--- config.mk ---
export PLATFORM = sky130hd
export DESIGN_NAME = disk_lattice_point_counter_unit
export DESIGN_NICKNAME = d
export VERILOG_FILES = /design/src/rtl/dlpc_pkg.sv /design/src/rtl/dlpc_isqrt.sv /design/src/rtl/dlpc_seq.sv /design/src/rtl/disk_lattice_point_counter_unit.sv
export SDC_FILE = /design/constraint.sdc
export NUM_CORES = 2
export LEC_CHECK = 0
export BUFFER_PORTS_ARGS = -buffer_cell sky130_fd_sc_hd__buf_2
export CAP_MARGIN = 25
export CORE_MARGIN = 1
export CORE_UTILIZATION = 50
export DETAILED_ROUTE_END_ITERATION = 10
export HOLD_SLACK_MARGIN = 0.02
export PLACE_DENSITY = 0.69
export REMOVE_ABC_BUFFERS = 1
export SYNTH_ARGS = -nofsm -noshare
export SYNTH_HDL_FRONTEND = slang
export SYNTH_HIERARCHICAL = 1
export SYNTH_SLANG_ARGS = --single-unit
--- constraint.sdc ---
create_clock -name clk -period 15.4 [get_ports clk]
set_input_delay 3.08 -clock clk [delete_from_list [all_inputs] [get_ports clk]]
set_output_delay 3.08 -clock clk [all_outputs]
set_load 0.05 [all_outputs]
--- src/rtl/dlpc_pkg.sv ---
// Shared types and constants of the disk lattice point counter.
package dlpc_pkg;

	// Coordinate format: INT_BITS integer bits and FRAC_BITS fractional bits in 32 bits.
	localparam int COORD_W   = 32;
	localparam int INT_BITS  = 16;
	localparam int FRAC_BITS = COORD_W - INT_BITS;

	// Internal signed width for coordinates, offsets and column spans.
	localparam int WIDE_W = 34;

	// Radius width, square root width and radicand width.
	localparam int RAD_W   = 31;
	localparam int ROOT_W  = RAD_W;
	localparam int RADIC_W = 2 * ROOT_W;

	// Result count width.
	localparam int CNT_W = 33;

	// One unit in raw fixed point, and the mask of the fractional bits.
	localparam logic [WIDE_W-1:0] ONE_RAW   = WIDE_W'(1) << FRAC_BITS;
	localparam logic [WIDE_W-1:0] FRAC_MASK = ONE_RAW - WIDE_W'(1);

	// Sequencer states.
	typedef enum logic [3:0] {
		ST_IDLE,
		ST_SQR,
		ST_INIT,
		ST_CHECK,
		ST_MUL,
		ST_ROOT,
		ST_WAIT,
		ST_SPAN,
		ST_ACC,
		ST_FINISH
	} state_t;

	// Controls from the sequencer to the datapath.
	typedef struct packed {
		logic load;
		logic mul_r;
		logic mul_dx;
		logic init;
		logic sqrt_start;
		logic span;
		logic acc;
		logic finish;
	} ctl_t;

	// Status from the datapath to the sequencer.
	typedef struct packed {
		logic col_done;
		logic sqrt_done;
		logic out_free;
	} sts_t;

endpackage

--- src/rtl/dlpc_isqrt.sv ---
// Iterative integer square root, two radicand bits per cycle.
module dlpc_isqrt
	import dlpc_pkg::*;
(
	input  logic               clk,
	input  logic               arst_n,
	input  logic               start,
	input  logic [RADIC_W-1:0] operand,
	output logic               done,
	output logic [ROOT_W-1:0]  root
);

	localparam int STEP_W = $clog2(ROOT_W);
	localparam int REM_W  = ROOT_W + 3;
	localparam logic [STEP_W-1:0] LAST_STEP = STEP_W'(ROOT_W - 1);

	logic [RADIC_W-1:0] opnd_q;
	logic [REM_W-1:0]   rem_q;
	logic [ROOT_W-1:0]  root_q;
	logic [STEP_W-1:0]  step_q;
	logic               busy_q;
	logic               done_q;

	logic [REM_W-1:0] rem_shift;
	logic [REM_W-1:0] trial;
	logic             fits;

	// One restoring step: bring down two bits and try the next root bit.
	always_comb begin
		rem_shift = {rem_q[REM_W-3:0], opnd_q[RADIC_W-1:RADIC_W-2]};
		trial     = {1'b0, root_q, 2'b01};
		fits      = (rem_shift >= trial);
	end

	// Step counter and handshake flags.
	always_ff @(posedge clk or negedge arst_n) begin
		if (!arst_n) begin
			busy_q <= 1'b0;
			done_q <= 1'b0;
			step_q <= '0;
		end else begin
			done_q <= 1'b0;
			if (start) begin
				busy_q <= 1'b1;
				step_q <= '0;
			end else if (busy_q) begin
				step_q <= step_q + STEP_W'(1);
				if (step_q == LAST_STEP) begin
					busy_q <= 1'b0;
					done_q <= 1'b1;
				end
			end
		end
	end

	// Radicand, remainder and partial root.
	always_ff @(posedge clk) begin
		if (start) begin
			opnd_q <= operand;
			rem_q  <= '0;
			root_q <= '0;
		end else if (busy_q) begin
			opnd_q <= {opnd_q[RADIC_W-3:0], 2'b00};
			if (fits) begin
				rem_q  <= rem_shift - trial;
				root_q <= {root_q[ROOT_W-2:0], 1'b1};
			end else begin
				rem_q  <= rem_shift;
				root_q <= {root_q[ROOT_W-2:0], 1'b0};
			end
		end
	end

	assign done = done_q;
	assign root = root_q;

endmodule

--- src/rtl/dlpc_seq.sv ---
// Sequencer that steps the shared multiplier and square root over the columns.
module dlpc_seq
	import dlpc_pkg::*;
(
	input  logic clk,
	input  logic arst_n,
	input  logic in_valid,
	input  sts_t sts,
	output logic busy,
	output ctl_t ctl
);

	state_t state_q;
	state_t state_d;

	// Next state.
	always_comb begin
		state_d = state_q;
		case (state_q)
			ST_IDLE:   if (in_valid) state_d = ST_SQR;
			ST_SQR:    state_d = ST_INIT;
			ST_INIT:   state_d = ST_CHECK;
			ST_CHECK:  state_d = sts.col_done ? ST_FINISH : ST_MUL;
			ST_MUL:    state_d = ST_ROOT;
			ST_ROOT:   state_d = ST_WAIT;
			ST_WAIT:   if (sts.sqrt_done) state_d = ST_SPAN;
			ST_SPAN:   state_d = ST_ACC;
			ST_ACC:    state_d = ST_CHECK;
			ST_FINISH: if (sts.out_free) state_d = ST_IDLE;
			default:   state_d = ST_IDLE;
		endcase
	end

	// State register.
	always_ff @(posedge clk or negedge arst_n) begin
		if (!arst_n) begin
			state_q <= ST_IDLE;
		end else begin
			state_q <= state_d;
		end
	end

	// Datapath controls decoded from the state.
	always_comb begin
		ctl        = '0;
		busy       = (state_q != ST_IDLE);
		case (state_q)
			ST_IDLE:   ctl.load       = in_valid;
			ST_SQR:    ctl.mul_r      = 1'b1;
			ST_INIT:   ctl.init       = 1'b1;
			ST_MUL:    ctl.mul_dx     = 1'b1;
			ST_ROOT:   ctl.sqrt_start = 1'b1;
			ST_SPAN:   ctl.span       = 1'b1;
			ST_ACC:    ctl.acc        = 1'b1;
			ST_FINISH: ctl.finish     = sts.out_free;
			default:   ctl            = '0;
		endcase
	end

endmodule

--- src/rtl/disk_lattice_point_counter_unit.sv ---
// Top level of the disk lattice point counter: datapath, shared multiplier and control.
//
// Each input word gives a disk by a signed center and an unsigned radius in fixed point
// with FRAC_BITS fractional bits; one output word returns the number of integer lattice
// points inside or on the circle, modulo 2^33. The block walks the integer columns that
// the disk covers, one at a time. For each column the 31-step integer square root runs
// two radicand bits per cycle, with the multiply and span steps around it. The number of
// covered columns is about 2 * radius / 2^FRAC_BITS + 1. The input is stalled from
// acceptance until the result is placed in the output register; a waiting result does not
// block the next input word.
module disk_lattice_point_counter_unit
	import dlpc_pkg::*;
(
	input  logic                      clk,
	input  logic                      arst_n,
	input  logic                      in_valid,
	output logic                      in_stall,
	input  logic signed [COORD_W-1:0] center_x,
	input  logic signed [COORD_W-1:0] center_y,
	input  logic        [RAD_W-1:0]   radius,
	output logic                      out_valid,
	input  logic                      out_stall,
	output logic        [CNT_W-1:0]   point_count
);

	ctl_t ctl;
	sts_t sts;
	logic busy;

	logic signed [COORD_W-1:0] cx_q;
	logic signed [COORD_W-1:0] cy_q;
	logic        [RAD_W-1:0]   r_q;
	logic        [RADIC_W-1:0] prod_q;
	logic        [RADIC_W-1:0] r2_q;
	logic signed [WIDE_W-1:0]  dx_q;
	logic signed [WIDE_W-1:0]  up_q;
	logic signed [WIDE_W-1:0]  down_q;
	logic        [CNT_W-1:0]   total_q;
	logic        [CNT_W-1:0]   count_q;
	logic                      out_valid_q;

	logic signed [WIDE_W-1:0]  cx_w;
	logic signed [WIDE_W-1:0]  cy_w;
	logic signed [WIDE_W-1:0]  r_w;
	logic signed [WIDE_W-1:0]  first_w;
	logic signed [WIDE_W-1:0]  dx_first;
	logic signed [WIDE_W-1:0]  adx;
	logic        [RAD_W-1:0]   mul_a;
	logic        [RADIC_W-1:0] prod_c;
	logic        [ROOT_W-1:0]  root;
	logic                      root_done;
	logic signed [WIDE_W-1:0]  s_w;
	logic signed [WIDE_W-1:0]  up_raw;
	logic signed [WIDE_W-1:0]  down_raw;
	logic signed [WIDE_W-1:0]  span_w;

	// Widened operands.
	always_comb begin
		cx_w = WIDE_W'(cx_q);
		cy_w = WIDE_W'(cy_q);
		r_w  = $signed({{(WIDE_W - RAD_W){1'b0}}, r_q});
		s_w  = $signed({{(WIDE_W - ROOT_W){1'b0}}, root});
	end

	// First column offset: the ceiling of cx - r in whole units, minus cx.
	always_comb begin
		first_w  = (cx_w - r_w + $signed(FRAC_MASK)) & $signed(~FRAC_MASK);
		dx_first = first_w - cx_w;
	end

	// Shared multiplier: squares the radius once, then each column offset.
	always_comb begin
		adx    = dx_q[WIDE_W-1] ? -dx_q : dx_q;
		mul_a  = ctl.mul_r ? r_q : adx[RAD_W-1:0];
		prod_c = RADIC_W'(mul_a) * RADIC_W'(mul_a);
	end

	// Top and bottom rows inside the disk for the current column.
	always_comb begin
		up_raw   = (cy_w + s_w) >>> FRAC_BITS;
		down_raw = (cy_w - s_w + $signed(FRAC_MASK)) >>> FRAC_BITS;
		span_w   = up_q - down_q;
	end

	// Column walk is over once the offset passes the radius.
	always_comb begin
		sts.col_done  = (dx_q > r_w);
		sts.sqrt_done = root_done;
		sts.out_free  = !out_valid_q || !out_stall;
	end

	// Datapath registers.
	always_ff @(posedge clk) begin
		if (ctl.load) begin
			cx_q <= center_x;
			cy_q <= center_y;
			r_q  <= radius;
		end
		if (ctl.mul_r || ctl.mul_dx) begin
			prod_q <= prod_c;
		end
		if (ctl.init) begin
			r2_q    <= prod_q;
			dx_q    <= dx_first;
			total_q <= '0;
		end
		if (ctl.span) begin
			up_q   <= up_raw;
			down_q <= down_raw;
		end
		if (ctl.acc) begin
			dx_q <= dx_q + $signed(ONE_RAW);
			if (!span_w[WIDE_W-1]) begin
				total_q <= total_q + span_w[CNT_W-1:0] + CNT_W'(1);
			end
		end
		if (ctl.finish) begin
			count_q <= total_q;
		end
	end

	// Output register valid flag.
	always_ff @(posedge clk or negedge arst_n) begin
		if (!arst_n) begin
			out_valid_q <= 1'b0;
		end else if (ctl.finish) begin
			out_valid_q <= 1'b1;
		end else if (!out_stall) begin
			out_valid_q <= 1'b0;
		end
	end

	dlpc_seq u_seq (
		.clk      (clk),
		.arst_n   (arst_n),
		.in_valid (in_valid),
		.sts      (sts),
		.busy     (busy),
		.ctl      (ctl)
	);

	dlpc_isqrt u_isqrt (
		.clk     (clk),
		.arst_n  (arst_n),
		.start   (ctl.sqrt_start),
		.operand (r2_q - prod_q),
		.done    (root_done),
		.root    (root)
	);

	assign in_stall    = busy;
	assign out_valid   = out_valid_q;
	assign point_count = count_q;

endmodule

; Word level (Yosys, flattened, before mapping)
; Index checks and enable logic that the tools add are counted.
[classes]
addsub = 14
mul = 1
magnitude_cmp = 2
eq_ne = 14
muxes = 34
reduce_logical = 10
[ops]
columns = operator, count
row1 = 2-to-1 mux 62 bit, 2
row2 = 2-to-1 mux 33 bit, 3
row3 = adder 33 x 17 -> 34 bit (second input constant), 2
row4 = 2-to-1 mux 34 bit, 2
row5 = subtractor 32 x 32 -> 33 bit, 2
row6 = multiplier 31 x 31 -> 62 bit, 1
row7 = 2-to-1 mux 31 bit, 2
row8 = subtractor 62 bit, 1
row9 = one-hot mux 4 bit (9 select lines), 1
row10 = adder 34 x 18 -> 34 bit (second input constant), 1
row11 = greater-or-equal comparator 34 x 33 -> 1 bit, 1
row12 = > comparator 34 x 32 -> 1 bit, 1
row13 = subtractor 34 x 32 -> 34 bit, 1
row14 = adder 32 x 32 -> 33 bit, 1
row15 = adder 33 x 1 -> 33 bit (second input constant), 1
row16 = adder 33 bit, 1
row17 = 2-to-1 mux 32 bit, 1
row18 = subtractor 32 bit, 1
row19 = negation 31 bit, 1
row20 = subtractor 17 x 18 -> 19 bit, 1
row21 = 2-to-1 mux 1 bit, 17
row22 = == test 4 x 3 -> 1 bit (second input constant), 4
row23 = 2-to-1 mux 4 bit, 4
row24 = 2-to-1 mux 5 bit, 2
row25 = other kinds (14), 21
[totals]
reg_bits = 491
inputBits = 99
out_inout_bits = 35

; Longest topological paths before layout
[logic_depth]
word_depth = 5
depth_mapped = 38
mapped_depth_nobuf = 36

; Cells and area by module
; The synthesis kept the hierarchy.
[by_module_without_submodules]
columns = module, n_inst, cells_per_inst, area_each_um2, seq_area_each_um2
row1 = disk_lattice_point_counter_unit, 1, 5226, 50319.5, 10264.8
row2 = dlpc_isqrt, 1, 684, 7206.9, 3298.2
row3 = dlpc_seq, 1, 41, 314.1, 100.1

; Worst setup path after synthesis
; OpenSTA, ideal clock, no wires.
[synth_timing]
kind = register to register
startpoint = register dx_q[2]
endpoint = register prod_q[55] (data pin)
setup_time_ps = 259
arrival_time_ps = 9607
slack_ps = 5534
stages_incl_launch_ff = 34
path_buffers = 1
period_less_slack_ps = 9866
cell_sequence = edfxtp_1 -> nor4_4 -> nand4_2 -> or4_4 -> or4_4 -> o31ai_1 -> xor2_1 -> o21ai_2 -> clkbuf_1 -> nand2_1 -> fa_1 -> inv_1 -> fa_1 -> fa_1 -> inv_1 -> fa_1 -> inv_1 -> fa_1 -> fa_1 -> fa_1 -> inv_1 -> fa_1 -> inv_1 -> ha_1 -> a21oi_1 -> o21bai_1 -> a21o_1 -> and2_1 -> o311ai_0 -> a2bb2oi_1 -> o21ai_0 -> o41ai_1 -> o21ai_0 -> xnor2_1
[synth_between]
elab_chain_len = 4
[synth_lines]
columns = element, line_no
row1 = "start, declared", disk_lattice_point_counter_unit.sv:35  ; logic signed [WIDE_W-1:0] dx_q;
row2 = "start signal, assigned", disk_lattice_point_counter_unit.sv:104  ; dx_q <= dx_first;
row3 = "start signal, assigned", disk_lattice_point_counter_unit.sv:112  ; dx_q <= dx_q + $signed(ONE_RAW);
row4 = negation 31 bit, disk_lattice_point_counter_unit.sv:73  ; adx = dx_q[WIDE_W-1] ? -dx_q : dx_q;
row5 = 2-to-1 mux 31 bit (*), disk_lattice_point_counter_unit.sv:73
row6 = 2-to-1 mux 31 bit (*), disk_lattice_point_counter_unit.sv:74  ; mul_a = ctl.mul_r ? r_q : adx[RAD_W-1:0];
row7 = multiplier 31 x 31 -> 62 bit (*), disk_lattice_point_counter_unit.sv:75  ; prod_c = RADIC_W'(mul_a) * RADIC_W'(mul_a);
row8 = net prod_c[55], disk_lattice_point_counter_unit.sv:49  ; logic [RADIC_W-1:0] prod_c;
row9 = "end signal, assigned", disk_lattice_point_counter_unit.sv:100  ; prod_q <= prod_c;
row10 = "end, declared", disk_lattice_point_counter_unit.sv:33  ; logic [RADIC_W-1:0] prod_q;
; Mark *: on every way through the listed nets, which the timed path passes. The rest lies on a longest branch.
; A chain may end at the register's enable or synchronous reset.

; Worst setup path in the final report
[layout_timing]
startpoint = register dx_q[9]
endpoint = register prod_q[55] (data pin)
; The elaborated chain is that of the path after synthesis.

==> reports/metrics.yaml <==
place:
  routabilityCongestion: 0.9687
  hpwl_um: 112900
  io_buffer_count: 133
status:
  violations: "DRC"
  status: "complete, but fails checks"
grt:
  grt_pass1_vias: 43630
  grt_usage_pct: 24.85
  antenna_found_initial: 0
  grt_first_pass_wirelength_um: 229600
  grt_max_degree: 93
  grt_remaining_overflow: 0
floorplanning:
  initial_utilization_pct: 50.52
  rows: 124
  die_h_um: 342.1
  dieArea_um2: 117000
  core_area_um2: 114500
  io-pin-count: 134
  die_x_um: 342.1
detailed_routing:
  dr.pass1.iters: 9
  via_per_inst: 5.522
  drc_errors: 44
  vias: 41831
  wl_per_cell_um: 18.80
  postRouteAntennaNets: 0
  wl_um: 142400
  first_iter_violations: 2910
layout:
  final_cell_mix: "inv_1 (1,190), fa_1 (748), ha_1 (612)"
  final_layout_size_suffix_gt1_share_pct: 6.762
  syn_to_final_growth_pct: 7.402
  layout_commonest_cell: "inv_1"
  final_nets: 7479
cts:
  cts_root_buf: "clkbuf_16"
  cts_max_level: 2
  cts_tree: "done"
  clk_latency_ns: 0.66
  postCtsResizedCells: 0
  postCtsSetupBuffers: 0
  numCtsBuffers: 55
  cts.sinks: 489
  clockBufferDepth: 3
  hold_buffers: 0
  clk_pin_slew_ns: 0.07
timing:
  finalHoldViolations: 0
  skew_ns: 0.02320
  post-route-period-util_pct: 73.26
  rsz0062_at_grt: "false"
  setup_tns_ns: 0
  slew_violations: 0
  worstMarginPinSlew_ns: 1.061
  relSlewSlack_pct: 29.20
  final-setup-viol-count: 0
  period_needed_ns: 11.28
  max_freq_mhz: 88.64
worst_setup_path:
  path_max_fanout: 13
  worst_r2r_endpoint: "prod_q[55]"
  r2r_start: "dx_q[9]"
  r2r_slack_ns: 4.12
  crit_arrival_ns: 11.68
  reg2reg_depth: 35
  end_kind: "flop"
  cp_common_cell: "fa_1"
  cpPeakStageDelay_ns: 0.56
  cp.required_ns: 15.80
  slowest_stage: "o21a_1"
  cp-start-kind: "flop"
  critical_path_class: "flop to flop"
hold_path:
  min_path_cells: 0
  min_from: "prod_q[31]"
  hp-class: "flop to flop"
  hold_end: "r2_q[31]"
synthesis:
  syn_inst: 5951
  syn-cell-area_um2: 57840
  postSynthAreaPerCell_um2: 9.719
  ys_warn_count: 6
  seq_area_frac_synth_pct: 23.62
  yosys_register_bits: 489
  synth_async_sr_flop_share_pct: 2.454
  ys_types: 94
  synthFlopType: "edfxtp_1"
  synth-edff-count: 381
run:
  maxCapViolCount: 0
==> flip-flops by register name, indices dropped and copies added, names as in the netlist <==
register	count
u_isqrt/step_q	5
cx_q	32
dx_q	34
u_isqrt/opnd_q	62
u_isqrt/root	31
up_q	17
prod_q	61
u_isqrt/done	1
point_count	33
total_q	33
u_seq/state_q	4
u_isqrt/busy_q	1
out_valid	1
cy_q	32
u_isqrt/rem_q	32
r_q	31
r2_q	61
down_q	18
==> synth_stat cells (14+ instances only) <==
library cell	n	area, µm²
mux2_2	63	709.4
a211oi_1	49	367.9
nand4_1	47	294.0
nand3b_1	37	277.8
o21ai_0	179	895.9
fa_1	748	14970
o21ai_1	16	80.08
nor4_1	18	112.6
or2_2	14	87.58
ha_1	612	7657
or3_1	27	168.9
o21a_1	60	450.4
o31ai_1	30	225.2
a31oi_1	37	231.5
nor3_1	69	345.3
o21bai_1	40	300.3
nand3_1	54	270.3
mux2i_1	53	530.5
xor2_1	133	1165
and3_1	27	168.9
clkbuf_1	157	589.3
o211ai_1	17	127.6
a21o_1	144	1081
nand2_1	453	1700
nor2b_1	43	269.0
inv_1	1191	4471
edfxtp_1	381	11440
nand2b_1	40	250.2
nor2_1	474	1779
dfxtp_1	96	1922
a21oi_1	230	1151
xnor2_1	176	1541
==> metrics by stage <==
| step | std cells | cell area, µm² | util [%] | hold WS [ns] | worst slack (ns) |
|---|---|---|---|---|---|
| 2_1_floorplan | 5768 | 57110 | - | 0.4264 | 2.195 |
| 3_3_place_gp | 7471 | 60190 | 52.57 | 0.4303 | 4.425 |
| 3_5_place_dp | 7473 | 60220 | 52.59 | 0.4317 | 4.277 |
| 4_1_cts | 7573 | 62090 | 54.23 | 0.4342 | 4.242 |
| 5_1_grt | 7575 | 62120 | 54.25 | 0.4619 | 3.457 |
| 6_report | 7576 | 62120 | 54.26 | 0.4433 | 4.119 |
==> final cells by class <==
| type | instances | area, µm² |
|---|---|---|
| well taps | 1512 | 1892 |
| inverters | 1200 | 4504 |
| multi-input cells | 4079 | 39020 |
| repair buffers | 195 | 1160 |
| clock inverters | 24 | 326.6 |
| clock buffers | 76 | 1546 |
| diodes | 1 | 2.502 |
| fillers | 10098 | 52380 |
| flip-flops and latches | 489 | 13670 |
==> logic make-up (layout without fill, tap and decap cells) <==
group / Yosys count / after routing / synth area share (%)
and+or+nand+nor: 1355 / 1355 / 10.64
xor gates and xnor gates: 310 / 310 / 4.707
adders and majority gates: 1360 / 1360 / 39.13
muxes: 117 / 117 / 2.183
buffers and inverters: 1383 / 1495 / 9.055
DFF: 489 / 489 / 23.62
AOI/OAI and AO/OA: 937 / 937 / 10.66
other: 0 / 1 / 0
==> per-layer routing <==
layer | share of wire, % | up-vias | GRT usage [%]
met5 | 0 | - | 0
met4 | 4.0 | 0 | 9.412
met3 | 7.2 | 338 | 4.045
met2 | 48 | 1379 | 42.37
met1 | 41 | 20543 | 31.60
li1 | - | 19571 | -
==> critical path, delay by kind of cell, from the launching register on <==
| kind | cells | cell delay (ns) |
|---|---|---|
| adders and majority gates | 9 | 4.35 |
| and+or+nand+nor | 6 | 1.95 |
| AOI/OAI and AO/OA | 10 | 2.78 |
| buffers and inverters | 8 | 1.13 |
| DFF | 1 | 0.49 |
| xor gates and xnor gates | 2 | 0.32 |
==> how the worst max path moves through the flow <==
stage               slack, ns    endpoint        startpoint
floorplan                2.19  prod_q[55]  u_seq/state_q[1]
global placement         4.43  prod_q[55]           dx_q[2]
detailed placement       4.28  prod_q[55]           dx_q[9]
CTS                      4.24  prod_q[55]           dx_q[9]
global route             3.46  prod_q[55]          dx_q[10]
finish                   4.12  prod_q[55]           dx_q[9]
Power is left out: the tool's default activity adds up to more than one toggle a clock period on the data nets, which glitch-free logic cannot reach.
